$ cat src/hdl/npc_ram.sv
// Generic single-write, single-read RAM with registered read data.
module npc_ram #(
   parameter int WIDTH = 8,
   parameter int DEPTH = 256
) (
   input  logic                     clock,
   input  logic                     wr_en,
   input  logic [$clog2(DEPTH)-1:0] wr_addr,
   input  logic [WIDTH-1:0]         wr_data,
   input  logic                     rd_en,
   input  logic [$clog2(DEPTH)-1:0] rd_addr,
   output logic [WIDTH-1:0]         rd_data
);

   logic [WIDTH-1:0] mem_ff [DEPTH];
   logic [WIDTH-1:0] rd_data_ff;

   // Write one word, read one word per cycle
   always_ff @(posedge clock) begin
      if (wr_en) begin
         mem_ff[wr_addr] <= wr_data;
      end
      if (rd_en) begin
         rd_data_ff <= mem_ff[rd_addr];
      end
   end

   assign rd_data = rd_data_ff;

endmodule

$ cat config.mk
export PLATFORM = sky130hd
export DESIGN_NAME = npc_ram
export DESIGN_NICKNAME = d
export VERILOG_FILES = /design/src/hdl/npc_ram.sv
export SDC_FILE = /design/constraint.sdc
export NUM_CORES = 2
export LEC_CHECK = 0
export ABC_AREA = 0
export BUFFER_PORTS_ARGS = -buffer_cell sky130_fd_sc_hd__buf_2
export CAP_MARGIN = 40
export CORE_MARGIN = 3
export CORE_UTILIZATION = 50
export CTS_BUF_LIST = sky130_fd_sc_hd__clkbuf_2 sky130_fd_sc_hd__clkbuf_4 sky130_fd_sc_hd__clkbuf_8
export CTS_CLUSTER_SIZE = 8
export DETAILED_ROUTE_END_ITERATION = 6
export GPL_TIMING_DRIVEN = 1
export PLACE_DENSITY_LB_ADDON = 0.25
export SKIP_CTS_REPAIR_TIMING = 1
export SLEW_MARGIN = 0
export SYNTH_ARGS = -nofsm -noshare
export SYNTH_HDL_FRONTEND = slang
export SYNTH_SLANG_ARGS = --single-unit
export TNS_END_PERCENT = 100
$ cat constraint.sdc
create_clock -name clock -period 4.6 [get_ports clock]
set_input_delay 0.69 -clock clock [delete_from_list [all_inputs] [get_ports clock]]
set_output_delay 0.69 -clock clock [all_outputs]
set_load 0.01 [all_outputs]
; After elaboration in Yosys (flattened, before gate mapping)
; Memories as Yosys holds them, arrays and structs flattened. A register that Yosys moved wholly into a read port is not among the register bits.
; Cells that the tools add are included.
[totals]
regBits = 0
ramBits = 2048
output_inout_bits = 8
wordCells = 3
memories = 1
[memory_table]
columns = memory, depth, width, read_ports, rd_ports_with_merged_regs, wr, line
row1 = mem_ff, 256, 8, 1, 1, 1, 15  ; logic [WIDTH-1:0] mem_ff [DEPTH];
[op_classes]
mux = 2
[op_table]
columns = operator, n
row1 = 1-bit 2-to-1 mux, 2

; Longest topological paths before layout
[depth]
word_depth = 2
mapped_depth = 11
depth_no_buf = 6

; Worst setup path before layout
; Ideal clock, no wire load.
[synth_timing]
path_type = input to register
from = in rd_addr[0]
to = reg rd_data_ff[2], in the netlist rd_data[2] (read register of mem_ff) (data pin)
setup_time_ns = 0.269
arrival_ns = 2.497
t_required_ns = 4.331
setup_slack_ns = 1.834
stages = 9
path_buffers = 4
path_cell_list = buf_6 > buf_12 > buf_8 > buf_2 > mux4_2 > a22oi_1 > a21oi_1 > nor4_1 > nor4_2
[synth_rtl]
columns = item, line
row1 = start: declaration, 11  ; input logic [$clog2(DEPTH)-1:0] rd_addr,
row2 = end: declaration, 16  ; logic [WIDTH-1:0] rd_data_ff;

==> impl_metrics.ini <==
[clocking]
clkTransAtPathRegs_ps = 60
clk_root_buffer_cell = clkbuf_8
h-tree-depth = 5
clkLatencyLatePin_ps = 1010
cts.sinks = 2056
clk_path_buf_depth = 4
cts_tree = yes
numCtsBuffers = 339

[detailed_routing]
drt-total-wl_mm = 199
drtIter0Drc = 4868
detail_route.wl_per_cell_um = 31.4
detail-route-antenna-nets = 0
via_per_inst = 6.30
via_count = 40000
drc = 0
drt_pass1_iterations = 6

[sta]
hold_viol = 0
fin_worst_skew_ps = 58.7
finalSetupViolCount = 0
setup_tns_ps = 0
rsz0062_at_grt = no
fmax_mhz = 300
slew_violations = 0
period_share_pct = 72.4
slew_headroom_pct = 9.90
period_minus_slack_ps = 3330
worstMarginPinSlew_ps = 1350

[critical_path]
critPathLaunch = rd_addr[2]
critPathTopFamily = simple AND/OR/NAND/NOR gates
path_common_cell = buf_4
critPathBufInv = 3
crit_path_top_delay_cell = nor4_1
start_kind = input port
crit_chain = buf_4, buf_4, mux4_2, nor2b_1, a211oi_1, nor2_1, nor4_1, buf_4, nor4_2
max_stage_delay_ps = 830
path_class = in -> reg
reg2reg_from = mem_ff[77][0]
arrival_ps = 4080
required_ps = 5350
path_max_fanout = 34
end_kind = flop

[synthesis]
synth-async-reset-ratio_pct = 0
synthFlopType = edfxtp_1
synthCells = 3733
avgSynthCellArea_um2 = 21.3
synth_cell_type_count = 54
ys_ff_latch = 2056
synth_edf_count = 2056
synth_nets = 3760
ys_seq_area_share_pct = 77.5
synth_area_um2 = 79600
yosysWarningCount = 0

[power_and_ir_drop]
irDropWorstVdd_mv = 0.281
p_switching_mw = 8.09
power.internal_mw = 29.2
p_leak_nw = 27.8
p_comb_share_pct = 5.1
switching_share_pct = 21.7
powerDensity_nw_per_um2 = 419
p_clk_share_pct = 39.5
sequentialPowerShare_pct = 55.5

[global_routing]
grt_use_total_pct = 24.6
antenna_found_initial = 12
grt_max_degree = 156
grt_pass1_vias = 40200
grt_pass1_wl_mm = 289
grt-ovfl-total = 0

[final_layout]
layout.cells.non_filler = 6348
drive_above_1_share_pct = 27.7
mostFrequentLayoutCells = 2,056 x edfxtp_1, 454 x mux4_2, 349 x clkbuf_8, 279 x nor2_1, 182 x buf_4
layout_commonest_cell = edfxtp_1
syn_to_final_growth_pct = 11.8
finalNetCount = 4112

[placed_design]
post-place-cells = 5802
port-buffer-count = 34
gp_congestion = 0.857
place_hpwl_mm = 122

[floorplan]
die_y_um = 405
num_rows = 145
num_io_pins = 35
dieWidth_um = 405
dieArea_um2 = 164000
core_area_um2 = 157000
start_util_pct = 50.6

[status]
status = finished clean

[run]
drv_cap = 0

[worst_hold_path]
hold_path.class = in -> reg
min-delay-start = wr_data[3]
-- state kept, by name, summed over array words and instances, names as in the netlist --
signal	cells
mem_ff	2048
rd_data	8
-- area by class of cell --
cell class,instances,area (um2)
multi-input combinational,1442,16500
antenna,15,37.5
sequential,2056,61700
inverter,2,7.51
clock inverter,76,387
timing repair buffer,244,2200
fill,11500,68300
clock buffer,455,5580
tap,2058,2570
-- final timing paths --
check	cells after the start	endpoint	slack [ps]
max	9	rd_data[0]	1270
min	1	mem_ff[217][3]	90
max reg2reg	7	rd_data[0]	1480
min reg2reg	5	rd_data[6]	1120
-- worst reg2reg max path, stage by stage (launching register included) --
cell and delay, ps:
edfxtp_1 350, mux4_2 480, nor2b_1 170, a211oi_1 560, nor2_1 220, nor4_1 830
buf_4 270, nor4_2 50
-- per-stage QoR --
step	hold slack [ps]	cell area, um2	setup WS, ps	util (%)	power [mW]
global placement	1110	82700	265	52.6	23.0
floorplan	789	79600	1830	-	22.1
detailed placement	1150	83000	307	52.8	23.0
finish	93.5	89000	1270	56.6	37.3
global route	19.3	89000	1360	56.6	38.5
CTS	-9.30	89000	1400	56.6	37.6
-- power by group through the flow --
stage | combinational (mW) | clock (mW) | sequential (mW)
2_1_floorplan | 1.00 | 0 | 21.1
3_3_place_gp | 1.87 | 0 | 21.1
3_5_place_dp | 1.91 | 0 | 21.1
4_1_cts | 1.91 | 15.0 | 20.7
5_1_grt | 2.00 | 15.8 | 20.7
6_report | 1.90 | 14.7 | 20.7
-- cells by family after synthesis --
group           synth area share (%)
compound gates                  3.42
simple gates                    2.63
buf+inv                         1.83
flops                           77.5
mux                             14.6
-- routing by layer --
| metal | share of wire [%] | GRT usage [%] | vias to the layer above |
|---|---|---|---|
| met3 | 9.8 | 5.59 | 379 |
| met1 | 40 | 35.5 | 21000 |
| met2 | 47 | 37.6 | 2198 |
| met5 | 0.0060 | 0 | - |
| li1 | - | - | 16400 |
| met4 | 3.0 | 7.97 | 2 |
-- Yosys cell counts (10+ instances only) --
library cell / n / area (um2)
buf_2: 31 / 155
a221oi_1: 13 / 114
nand3_1: 34 / 170
buf_1: 22 / 82.6
nor2b_1: 31 / 194
buf_8: 13 / 195
edfxtp_1: 2056 / 61700
nor3_1: 22 / 110
o211ai_1: 10 / 75.1
buf_4: 27 / 203
clkbuf_1: 111 / 417
nand2_1: 33 / 124
a21oi_1: 96 / 480
mux2i_1: 134 / 1340
buf_6: 21 / 236
mux4_2: 454 / 10200
a211oi_1: 16 / 120
o21ai_0: 10 / 50.1
o221ai_1: 46 / 403
a22oi_1: 133 / 998
nand4_1: 10 / 62.6
nor2_1: 282 / 1060
o22ai_1: 28 / 175
nor4_1: 24 / 150
No activity file was read; power rests on OpenSTA's default activity.
